$ cat src/hw/rtl/cdad_pkg.sv
`timescale 1ns / 1ps
// ----------------------------------------------------------------------------
// Calendar date add days package
// Shared widths, microcode encodings and calendar helper functions.
// ----------------------------------------------------------------------------
package cdad_pkg;

    localparam int YEAR_BITS_DEF = 16;

    localparam int DAY_W   = 5;
    localparam int MONTH_W = 4;
    localparam int YEAR_W  = 16;
    localparam int ADD_W   = 16;
    localparam int REM_W   = 17;
    localparam int R400_W  = 9;
    localparam int PC_W    = 3;

    localparam int YEAR_EXT_W  = 32;
    localparam int FOLD_W      = 13;
    localparam int RECIP_W     = 16;
    localparam int PROD_W      = FOLD_W + RECIP_W;
    localparam int RECIP_SHIFT = 20;
    localparam int Q_W         = PROD_W - RECIP_SHIFT;
    localparam int R25_W       = 5;

    localparam logic [FOLD_W-1:0]  W_BYTE1   = 13'd6;
    localparam logic [FOLD_W-1:0]  W_BYTE2   = 13'd11;
    localparam logic [FOLD_W-1:0]  W_BYTE3   = 13'd16;
    localparam logic [FOLD_W-1:0]  DIV25     = 13'd25;
    localparam logic [RECIP_W-1:0] RECIP_25  = 16'd41944;

    localparam logic [R400_W-1:0]  LEAP_LAST  = 9'd399;
    localparam logic [MONTH_W-1:0] MONTHS     = 4'd12;
    localparam logic [MONTH_W-1:0] JANUARY    = 4'd1;
    localparam logic [MONTH_W-1:0] FEBRUARY   = 4'd2;
    localparam logic [DAY_W-1:0]   FEB_LEAP   = 5'd29;
    localparam logic [DAY_W-1:0]   FEB_COMMON = 5'd28;

    typedef enum logic [2:0] {
        OP_NOP,
        OP_LOAD,
        OP_FOLD,
        OP_MOD,
        OP_SUM,
        OP_REWIND,
        OP_WALK,
        OP_EMIT
    } t_op;

    typedef enum logic [2:0] {
        C_NEVER,
        C_ALWAYS,
        C_NO_REQ,
        C_INV,
        C_M_LT,
        C_REM_GT,
        C_OUT_BUSY
    } t_cond;

    typedef struct packed {
        t_op             op;
        t_cond           cond;
        logic [PC_W-1:0] target;
    } t_ctl;

    typedef struct packed {
        logic no_req;
        logic inv;
        logic m_lt;
        logic rem_gt;
        logic out_busy;
    } t_flags;

    function automatic logic is_leap(input logic [R400_W-1:0] r400);
        logic div4;
        logic century;
        div4    = (r400[1:0] == 2'd0);
        century = (r400 == 9'd100) || (r400 == 9'd200) || (r400 == 9'd300);
        return (div4 && !century && (r400 != '0)) || (r400 == '0);
    endfunction

    function automatic logic [DAY_W-1:0] days_in(input logic [MONTH_W-1:0] m,
                                                 input logic leap);
        logic [DAY_W-1:0] len;
        case (m)
            4'd1, 4'd3, 4'd5, 4'd7, 4'd8, 4'd10, 4'd12: len = 5'd31;
            4'd4, 4'd6, 4'd9, 4'd11:                   len = 5'd30;
            FEBRUARY:                                  len = leap ? FEB_LEAP : FEB_COMMON;
            default:                                   len = 5'd0;
        endcase
        return len;
    endfunction

endpackage

$ cat src/hw/rtl/cdad_if.sv
`timescale 1ns / 1ps
// ----------------------------------------------------------------------------
// Calendar date add days channels
// Request and response channels with a valid/ready handshake.
// ----------------------------------------------------------------------------
interface cdad_req_if import cdad_pkg::*; ();
    logic               valid;
    logic               ready;
    logic [DAY_W-1:0]   start_day;
    logic [MONTH_W-1:0] start_month;
    logic [YEAR_W-1:0]  start_year;
    logic [ADD_W-1:0]   days_to_add;

    modport source (output valid, start_day, start_month, start_year, days_to_add,
                    input ready);
    modport sink   (input valid, start_day, start_month, start_year, days_to_add,
                    output ready);
endinterface

interface cdad_rsp_if import cdad_pkg::*; ();
    logic               valid;
    logic               ready;
    logic [DAY_W-1:0]   result_day;
    logic [MONTH_W-1:0] result_month;
    logic [YEAR_W-1:0]  result_year;
    logic               year_overflow;
    logic               invalid_input;

    modport source (output valid, result_day, result_month, result_year,
                    year_overflow, invalid_input, input ready);
    modport sink   (input valid, result_day, result_month, result_year,
                    year_overflow, invalid_input, output ready);
endinterface

$ cat src/hw/rtl/calendar_date_add_days_top.sv
`timescale 1ns / 1ps
// Steps: load accepts a request, fold and mod reduce the year mod 400, sum adds the months
// before start_month, rewind adds the day count, walk steps through the months and emit
// registers the result; an invalid month goes from fold straight to emit.
// Throughput: one request at a time; emit waits while the previous result is not taken.
// Reset: synchronous active-low reset returns the step counter to the idle step
// and empties the result register.
// ----------------------------------------------------------------------------
// Calendar date add days top level
// Microcoded sequencer that adds a day count to a Gregorian date.
// ----------------------------------------------------------------------------
module calendar_date_add_days_top import cdad_pkg::*; #(
    parameter int YEAR_BITS = YEAR_BITS_DEF
) (
    input  logic       i_clk,
    input  logic       i_rst_n,
    cdad_req_if.sink   i_req,
    cdad_rsp_if.source o_rsp
);

    t_ctl   w_ctl;
    t_flags w_flags;

    cdad_sequencer u_seq (
        .i_clk   (i_clk),
        .i_rst_n (i_rst_n),
        .i_flags (w_flags),
        .o_ctl   (w_ctl)
    );

    cdad_datapath #(
        .YEAR_BITS (YEAR_BITS)
    ) u_dp (
        .i_clk   (i_clk),
        .i_rst_n (i_rst_n),
        .i_ctl   (w_ctl),
        .o_flags (w_flags),
        .i_req   (i_req),
        .o_rsp   (o_rsp)
    );

    a_busy_after_accept: assert property (@(posedge i_clk) disable iff (!i_rst_n)
        (i_req.valid && i_req.ready) |=> !i_req.ready)
        else $error("Sequencer accepted a request while still busy.");

    a_invalid_zero: assert property (@(posedge i_clk) disable iff (!i_rst_n)
        (o_rsp.valid && o_rsp.invalid_input) |->
        (o_rsp.result_day == '0 && o_rsp.result_month == '0 &&
         o_rsp.result_year == '0 && !o_rsp.year_overflow))
        else $error("Invalid result carries nonzero fields.");

    a_month_range: assert property (@(posedge i_clk) disable iff (!i_rst_n)
        (o_rsp.valid && !o_rsp.invalid_input) |->
        (o_rsp.result_month != '0 && o_rsp.result_month <= MONTHS))
        else $error("Result month is out of range.");

endmodule

$ cat src/hw/rtl/cdad_sequencer.sv
`timescale 1ns / 1ps
// ----------------------------------------------------------------------------
// Calendar date add days sequencer
// Step counter with the microcode table and conditional jump logic.
// ----------------------------------------------------------------------------
module cdad_sequencer import cdad_pkg::*; (
    input  logic   i_clk,
    input  logic   i_rst_n,
    input  t_flags i_flags,
    output t_ctl   o_ctl
);

    logic [PC_W-1:0] r_pc;
    logic [PC_W-1:0] n_pc;
    t_ctl            w_ctl;
    logic            w_jump;

    always_comb begin
        unique case (r_pc)
            3'd0:    w_ctl = '{op: OP_LOAD,   cond: C_NO_REQ,   target: 3'd0};
            3'd1:    w_ctl = '{op: OP_FOLD,   cond: C_INV,      target: 3'd6};
            3'd2:    w_ctl = '{op: OP_MOD,    cond: C_NEVER,    target: 3'd0};
            3'd3:    w_ctl = '{op: OP_SUM,    cond: C_M_LT,     target: 3'd3};
            3'd4:    w_ctl = '{op: OP_REWIND, cond: C_NEVER,    target: 3'd0};
            3'd5:    w_ctl = '{op: OP_WALK,   cond: C_REM_GT,   target: 3'd5};
            3'd6:    w_ctl = '{op: OP_EMIT,   cond: C_OUT_BUSY, target: 3'd6};
            default: w_ctl = '{op: OP_NOP,    cond: C_ALWAYS,   target: 3'd0};
        endcase
    end

    always_comb begin
        unique case (w_ctl.cond)
            C_NEVER:    w_jump = 1'b0;
            C_ALWAYS:   w_jump = 1'b1;
            C_NO_REQ:   w_jump = i_flags.no_req;
            C_INV:      w_jump = i_flags.inv;
            C_M_LT:     w_jump = i_flags.m_lt;
            C_REM_GT:   w_jump = i_flags.rem_gt;
            C_OUT_BUSY: w_jump = i_flags.out_busy;
            default:    w_jump = 1'b0;
        endcase
        n_pc = w_jump ? w_ctl.target : r_pc + 3'd1;
    end

    always_ff @(posedge i_clk) begin
        if (!i_rst_n) begin
            r_pc <= '0;
        end else begin
            r_pc <= n_pc;
        end
    end

    assign o_ctl = w_ctl;

endmodule

$ cat src/hw/rtl/cdad_datapath.sv
`timescale 1ns / 1ps
// ----------------------------------------------------------------------------
// Calendar date add days datapath
// Day remainder, month and year registers, year mod 400 unit and result stage.
// ----------------------------------------------------------------------------
module cdad_datapath import cdad_pkg::*; #(
    parameter int YEAR_BITS = YEAR_BITS_DEF
) (
    input  logic       i_clk,
    input  logic       i_rst_n,
    input  t_ctl       i_ctl,
    output t_flags     o_flags,
    cdad_req_if.sink   i_req,
    cdad_rsp_if.source o_rsp
);

    logic [REM_W-1:0]     r_rem,   n_rem;
    logic [MONTH_W-1:0]   r_m,     n_m;
    logic [MONTH_W-1:0]   r_month, n_month;
    logic [YEAR_BITS-1:0] r_year,  n_year;
    logic [ADD_W-1:0]     r_add,   n_add;
    logic [R400_W-1:0]    r_r400,  n_r400;
    logic [FOLD_W-1:0]    r_fold,  n_fold;
    logic                 r_ovf,   n_ovf;
    logic                 r_inv,   n_inv;

    logic                 r_out_valid, n_out_valid;
    logic [DAY_W-1:0]     r_o_day,   n_o_day;
    logic [MONTH_W-1:0]   r_o_month, n_o_month;
    logic [YEAR_W-1:0]    r_o_year,  n_o_year;
    logic                 r_o_ovf,   n_o_ovf;
    logic                 r_o_inv,   n_o_inv;

    logic [DAY_W-1:0]      w_len;
    logic [YEAR_EXT_W-1:0] w_year_ext;
    logic [FOLD_W-1:0]     w_fold;
    logic [PROD_W-1:0]     w_prod;
    logic [Q_W-1:0]        w_q;
    logic [FOLD_W-1:0]     w_r25;
    logic                  w_out_busy;
    logic                  w_accept;

    // The year mod 400 is 16 * ((year >> 4) mod 25) + year[3:0]. The shifted year
    // is folded by bytes with the weights 256^k mod 25, then reduced by a
    // reciprocal multiplication.
    assign w_len      = days_in(r_m, is_leap(r_r400));
    assign w_year_ext = YEAR_EXT_W'(r_year);
    assign w_fold     = FOLD_W'(w_year_ext[11:4])
                      + FOLD_W'(w_year_ext[19:12]) * W_BYTE1
                      + FOLD_W'(w_year_ext[27:20]) * W_BYTE2
                      + FOLD_W'(w_year_ext[31:28]) * W_BYTE3;
    assign w_prod     = PROD_W'(r_fold) * PROD_W'(RECIP_25);
    assign w_q        = w_prod[PROD_W-1:RECIP_SHIFT];
    assign w_r25      = r_fold - FOLD_W'(w_q) * DIV25;
    assign w_out_busy = r_out_valid && !o_rsp.ready;
    assign w_accept   = (i_ctl.op == OP_LOAD) && i_req.valid;

    assign o_flags.no_req   = !i_req.valid;
    assign o_flags.inv      = r_inv;
    assign o_flags.m_lt     = (r_m < r_month);
    assign o_flags.rem_gt   = (r_rem > REM_W'(w_len));
    assign o_flags.out_busy = w_out_busy;

    always_comb begin
        n_rem       = r_rem;
        n_m         = r_m;
        n_month     = r_month;
        n_year      = r_year;
        n_add       = r_add;
        n_r400      = r_r400;
        n_fold      = r_fold;
        n_ovf       = r_ovf;
        n_inv       = r_inv;
        n_out_valid = r_out_valid && !o_rsp.ready;
        n_o_day     = r_o_day;
        n_o_month   = r_o_month;
        n_o_year    = r_o_year;
        n_o_ovf     = r_o_ovf;
        n_o_inv     = r_o_inv;

        unique case (i_ctl.op)
            OP_LOAD: begin
                if (w_accept) begin
                    n_rem   = REM_W'(i_req.start_day);
                    n_m     = JANUARY;
                    n_month = i_req.start_month;
                    n_year  = YEAR_BITS'(i_req.start_year);
                    n_add   = i_req.days_to_add;
                    n_r400  = '0;
                    n_ovf   = 1'b0;
                    n_inv   = (i_req.start_month == '0) || (i_req.start_month > MONTHS);
                end
            end
            OP_FOLD: begin
                n_fold = w_fold;
            end
            OP_MOD: begin
                n_r400 = {w_r25[R25_W-1:0], r_year[3:0]};
            end
            OP_SUM: begin
                if (r_m < r_month) begin
                    n_rem = r_rem + REM_W'(w_len);
                    n_m   = r_m + 1'b1;
                end
            end
            OP_REWIND: begin
                n_rem = r_rem + REM_W'(r_add);
                n_m   = JANUARY;
            end
            OP_WALK: begin
                if (r_rem > REM_W'(w_len)) begin
                    n_rem = r_rem - REM_W'(w_len);
                    if (r_m == MONTHS) begin
                        n_m = JANUARY;
                        if (r_year == '1) begin
                            n_year = '0;
                            n_ovf  = 1'b1;
                            n_r400 = '0;
                        end else begin
                            n_year = r_year + 1'b1;
                            n_r400 = (r_r400 == LEAP_LAST) ? '0 : r_r400 + 1'b1;
                        end
                    end else begin
                        n_m = r_m + 1'b1;
                    end
                end
            end
            OP_EMIT: begin
                if (!w_out_busy) begin
                    n_out_valid = 1'b1;
                    n_o_inv     = r_inv;
                    if (r_inv) begin
                        n_o_day   = '0;
                        n_o_month = '0;
                        n_o_year  = '0;
                        n_o_ovf   = 1'b0;
                    end else begin
                        n_o_day   = r_rem[DAY_W-1:0];
                        n_o_month = r_m;
                        n_o_year  = YEAR_W'(r_year);
                        n_o_ovf   = r_ovf;
                    end
                end
            end
            default: begin
            end
        endcase
    end

    always_ff @(posedge i_clk) begin
        if (!i_rst_n) begin
            r_out_valid <= 1'b0;
        end else begin
            r_out_valid <= n_out_valid;
        end
    end

    always_ff @(posedge i_clk) begin
        r_rem     <= n_rem;
        r_m       <= n_m;
        r_month   <= n_month;
        r_year    <= n_year;
        r_add     <= n_add;
        r_r400    <= n_r400;
        r_fold    <= n_fold;
        r_ovf     <= n_ovf;
        r_inv     <= n_inv;
        r_o_day   <= n_o_day;
        r_o_month <= n_o_month;
        r_o_year  <= n_o_year;
        r_o_ovf   <= n_o_ovf;
        r_o_inv   <= n_o_inv;
    end

    assign i_req.ready         = (i_ctl.op == OP_LOAD);
    assign o_rsp.valid         = r_out_valid;
    assign o_rsp.result_day    = r_o_day;
    assign o_rsp.result_month  = r_o_month;
    assign o_rsp.result_year   = r_o_year;
    assign o_rsp.year_overflow = r_o_ovf;
    assign o_rsp.invalid_input = r_o_inv;

endmodule

$ cat src/flat_wrapper.sv
// flat-port wrapper written by rule: the top's interface ports become plain ports
module calendar_date_add_days_top_flat import cdad_pkg::*;
#(
    parameter int YEAR_BITS = YEAR_BITS_DEF
)
  (i_clk, i_rst_n, i_req_valid, i_req_start_day, i_req_start_month, i_req_start_year, i_req_days_to_add, i_req_ready, o_rsp_valid, o_rsp_result_day, o_rsp_result_month, o_rsp_result_year, o_rsp_year_overflow, o_rsp_invalid_input, o_rsp_ready);
  cdad_req_if i_req_i ();
  cdad_rsp_if o_rsp_i ();
  input  logic i_clk;
  input  logic i_rst_n;
  input wire logic [$bits(i_req_i.valid)-1:0] i_req_valid;
  input wire logic [$bits(i_req_i.start_day)-1:0] i_req_start_day;
  input wire logic [$bits(i_req_i.start_month)-1:0] i_req_start_month;
  input wire logic [$bits(i_req_i.start_year)-1:0] i_req_start_year;
  input wire logic [$bits(i_req_i.days_to_add)-1:0] i_req_days_to_add;
  output wire logic [$bits(i_req_i.ready)-1:0] i_req_ready;
  output wire logic [$bits(o_rsp_i.valid)-1:0] o_rsp_valid;
  output wire logic [$bits(o_rsp_i.result_day)-1:0] o_rsp_result_day;
  output wire logic [$bits(o_rsp_i.result_month)-1:0] o_rsp_result_month;
  output wire logic [$bits(o_rsp_i.result_year)-1:0] o_rsp_result_year;
  output wire logic [$bits(o_rsp_i.year_overflow)-1:0] o_rsp_year_overflow;
  output wire logic [$bits(o_rsp_i.invalid_input)-1:0] o_rsp_invalid_input;
  input wire logic [$bits(o_rsp_i.ready)-1:0] o_rsp_ready;
  assign i_req_i.valid = i_req_valid;
  assign i_req_i.start_day = i_req_start_day;
  assign i_req_i.start_month = i_req_start_month;
  assign i_req_i.start_year = i_req_start_year;
  assign i_req_i.days_to_add = i_req_days_to_add;
  assign i_req_ready = i_req_i.ready;
  assign o_rsp_valid = o_rsp_i.valid;
  assign o_rsp_result_day = o_rsp_i.result_day;
  assign o_rsp_result_month = o_rsp_i.result_month;
  assign o_rsp_result_year = o_rsp_i.result_year;
  assign o_rsp_year_overflow = o_rsp_i.year_overflow;
  assign o_rsp_invalid_input = o_rsp_i.invalid_input;
  assign o_rsp_i.ready = o_rsp_ready;
  calendar_date_add_days_top #(.YEAR_BITS(YEAR_BITS)) u_core (.i_clk(i_clk), .i_rst_n(i_rst_n), .i_req(i_req_i), .o_rsp(o_rsp_i));
endmodule
$ cat config.mk
export PLATFORM = sky130hd
export DESIGN_NAME = calendar_date_add_days_top_flat
export DESIGN_NICKNAME = d
export VERILOG_FILES = /design/src/hw/rtl/cdad_pkg.sv /design/src/hw/rtl/cdad_if.sv /design/src/hw/rtl/calendar_date_add_days_top.sv /design/src/hw/rtl/cdad_sequencer.sv /design/src/hw/rtl/cdad_datapath.sv /design/src/flat_wrapper.sv
export SDC_FILE = /design/constraint.sdc
export NUM_CORES = 1
export LEC_CHECK = 0
export BUFFER_PORTS_ARGS = -buffer_cell sky130_fd_sc_hd__buf_4
export CAP_MARGIN = 40
export CORE_MARGIN = 10
export CORE_UTILIZATION = 30
export CTS_CLUSTER_DIAMETER = 40
export CTS_CLUSTER_SIZE = 10
export DETAILED_ROUTE_END_ITERATION = 8
export GPL_ROUTABILITY_DRIVEN = 1
export PLACE_DENSITY = 0.46
export SYNTH_ARGS = -nofsm -noshare
export SYNTH_HDL_FRONTEND = slang
export SYNTH_SLANG_ARGS = --single-unit
$ cat constraint.sdc
create_clock -name i_clk -period 6.83 [get_ports i_clk]
set_input_delay 1.0245 -clock i_clk [delete_from_list [all_inputs] [get_ports i_clk]]
set_output_delay 1.0245 -clock i_clk [all_outputs]
set_load 0.01 [all_outputs]
==> reports/results.txt <==
Run status = finished clean
Post-Route WL = 21200 um
Post-synth EDFFs = 104
Crit path required time = 7.04 ns
# DRC = 0
Critical Path Max Stage Delay = 0.54 ns
Critical path startpoint category = flip-flop
Max Root-Sink Buffers = 2
Synth-to-Final Area Change = 16.6%
Switch share = 44.0%
Core ar. = 0.0280 sq mm
Placer Congestion = 0.822
Placed Area = 0.00966 sq mm
CP Capture Type = flip-flop
Clk_lat worst skew = 0.36 ns
Final Max Tran Viols = 0
Worst-Margin Slew = 0.786 ns
Peak VDD IR = 0.223 mV
Ports = 74
Effective utilization at floorplan = 30.6%
Pre-CTS WS = 0.224 ns
Layout cells sized above 1 = 13.4%
WS Path Type = reg2reg
DRT Pass-1 Iters = 4
Final instance area = 0.0100 sq mm
Die area = 0.0358 sq mm
Synth Register Bits = 108
Post-synthesis async set-or-reset flop share = 0%
Worst Setup SP = u_core.u_dp.r_fold[1]
Unrepaired setup endpoints after global routing = no
CP max stage cell = fa_1
Vias in the first global route = 6406
Max_cap viols = 0
Final Hold Fails = 0
Crit path max fanout = 5
Highest Clock Rate = 154 MHz
Logic pwr share = 65.0%
Worst reg2reg startpoint = u_core.u_dp.r_fold[1]
Buffers and inverters on the worst path = 3
Final min period = 6.48 ns
First-pass GRT wire length = 34500 um
Hold endpoint = u_core.u_dp.o_rsp.year_overflow
Total CTS buffers = 9
Post-route ant nets = 0
Hold_sp = u_core.u_dp.r_ovf
Area of the mapped netlist = 0.00858 sq mm
Yosys warnings = 0
Reg2reg end = u_core.u_dp.r_r400[8]
Commonest non-fill, non-tap cells in the layout = ha_1, edfxtp_1, inv_1
Overall routing resource usage = 12.0%
Clock power frac = 10.9%
Fin nets = 1096
DIE WIDTH = 189 um
First DRT Iteration DRCs = 321
Worst min path class = reg2reg
Initial antenna violation count = 0
Syn Area/Cell = 10.4 sq um
CTS tree = built
Int Pwr = 2.88 mW
Post-synthesis cell count = 826
Clk sinks = 108
CP delay by family, top = adder cells
Htree depth = 3
Clock transition at path regs = 0.08 ns
Die Y = 189 um
Port Buffers = 73
Predominant post-synthesis flop cell = edfxtp_1
Fin util = 35.7%
Post-route clock period utilization = 94.9%
R2R cell count = 22
Number of cell rows = 61
Total gr overflow = 0
Final setup fails = 0
Register area share after synthesis = 37.3%
Post-Syn Nets = 1014
CTS Root Cell = clkbuf_16
Avg WL per Cell = 16.4 um
Worst-path cell chain = inv_1 > fa_1 > fa_1 > fa_1 > fa_1 > inv_1 > ha_1 > nor2b_1 > o311a_1 > o311ai_2 > nand2_1 > xor2_1 > ha_1 > ha_1 > inv_1 > fa_1 > a21o_1 > a21oi_1 > xnor2_1 > xnor2_1 > xnor3_1 > o22ai_1
Placed wire-length estimate = 17100 um
P per Cell Area = 514 mW/mm^2
Net Sw Power = 2.27 mW
Most common cell after layout, fill and taps aside = ha_1
Via count = 6143
Fin worst setup slack = 0.347 ns
# fillers = 2856
Netlist cell types = 65
N_diodes = 0
WHS Path Cells = 1
Crit path top cell by count = fa_1
R2r setup slk = 0.35 ns
Slew Limit Headroom = 47.6%
Setup TNS = 0 ns
Vias/cell = 4.76
Largest net degree at the start of global routing = 28
CP arrival = 6.69 ns
Sequential power share = 24.1%
Leakage = 4.26 nW
Worst Clk Skew = 0.00610 ns
[worst reg2reg max path, cell delays in order, from the launching register on]
cell and delay [ns]:
edfxtp_1 0.46, inv_1 0.12, fa_1 0.47, fa_1 0.52, fa_1 0.44, fa_1 0.54, inv_1 0.04, ha_1 0.29
nor2b_1 0.14, o311a_1 0.40, o311ai_2 0.34, nand2_1 0.13, xor2_1 0.24, ha_1 0.28, ha_1 0.27, inv_1 0.06
fa_1 0.42, a21o_1 0.19, a21oi_1 0.18, xnor2_1 0.15, xnor2_1 0.16, xnor3_1 0.34, o22ai_1 0.15
[stage by stage]
step                std cells  hold slack [ns]  power (mW)
floorplan                 826            0.500        3.76
global placement         1266            0.556        4.59
detailed placement       1271            0.553        4.64
CTS                      1286            0.576        5.23
global route             1290            0.639        5.73
finish                   1290            0.569        5.15
[how the worst max path moves through the flow]
stage                                  endpoint  slack, ns  depth (start not counted)
after CTS                 u_core.u_dp.r_r400[8]       0.20                         22
after detailed placement  u_core.u_dp.r_r400[8]       0.22                         22
after global routing      u_core.u_dp.r_r400[8]       0.02                         23
after global placement    u_core.u_dp.r_r400[8]       0.33                         22
after floorplan           u_core.u_dp.r_r400[8]       0.62                         23
final                     u_core.u_dp.r_r400[8]       0.35                         22
[layout make-up]
| cell class | count | area, sq um | share of cell area [%] |
|---|---|---|---|
| tap | 378 | 473 | 4.73 |
| multi-input combinational | 610 | 4990 | 49.9 |
| clock buffer | 9 | 225 | 2.25 |
| inverter | 91 | 342 | 3.41 |
| clock inverter | 6 | 80.1 | 0.801 |
| timing repair buffer | 88 | 692 | 6.92 |
| sequential | 108 | 3200 | 32.0 |
[what timing repair did]
action | 4_1_cts | 5_1_grt
endpoints found under the setup margin | 0 | 1
setup buffers | 0 | 4
hold buffers | 0 | 0
gates resized for setup | 0 | 1
[cells in the mapped netlist, types with 15 or more instances]
cell	count	area [sq um]
inv_1	91	342
nand2_1	58	218
xnor2_1	32	280
nor2b_1	34	213
o21ai_0	42	210
a21oi_1	30	150
xor2_1	26	228
nor2_1	45	169
clkbuf_1	16	60.1
nor3_1	15	75.1
edfxtp_1	104	3120
nand3_1	21	105
fa_1	34	681
ha_1	109	1360
[power by group through the flow]
stage          registers [mW]  clock network (mW)  logic, mW
2_1_floorplan            1.19                   0       2.57
4_1_cts                  1.24               0.581       3.40
3_3_place_gp             1.27                   0       3.32
6_report                 1.24               0.562       3.34
3_5_place_dp             1.26                   0       3.39
5_1_grt                  1.27               0.604       3.85
[cells by family after synthesis]
| logic type | count (synthesis) | share of synthesized area [%] |
|---|---|---|
| flops | 108 | 37.3 |
| buf+inv | 108 | 4.77 |
| simple gates | 244 | 14.8 |
| xor+xnor | 59 | 6.18 |
| compound gates | 159 | 12.5 |
| mux | 5 | 0.583 |
| fa+ha+maj | 143 | 23.8 |
[sequential cells by signal (all words and copies together) (netlist names)]
| register | cells |
|---|---|
| u_core.u_dp.o_rsp.result_year | 16 |
| u_core.u_dp.r_inv | 1 |
| u_core.u_dp.r_m | 4 |
| u_core.u_dp.r_month | 4 |
| u_core.u_dp.o_rsp.invalid_input | 1 |
| u_core.u_dp.o_rsp.result_day | 5 |
| u_core.u_dp.r_ovf | 1 |
| u_core.u_dp.o_rsp.valid | 1 |
| u_core.u_seq.r_pc | 3 |
| u_core.u_dp.r_year | 16 |
| u_core.u_dp.r_rem | 17 |
| u_core.u_dp.o_rsp.result_month | 4 |
| u_core.u_dp.r_fold | 9 |
| u_core.u_dp.r_r400 | 9 |
| u_core.u_dp.r_add | 16 |
| u_core.u_dp.o_rsp.year_overflow | 1 |
[metal layers]
metal,wire length [um],vias to the layer above,GRT usage (%)
met5,0,-,0
met4,327,0,3.33
met3,772,23,2.39
met2,10100,93,19.9
met1,10000,2924,15.5
li1,-,3103,-
(Power assumes the default switching activity.)
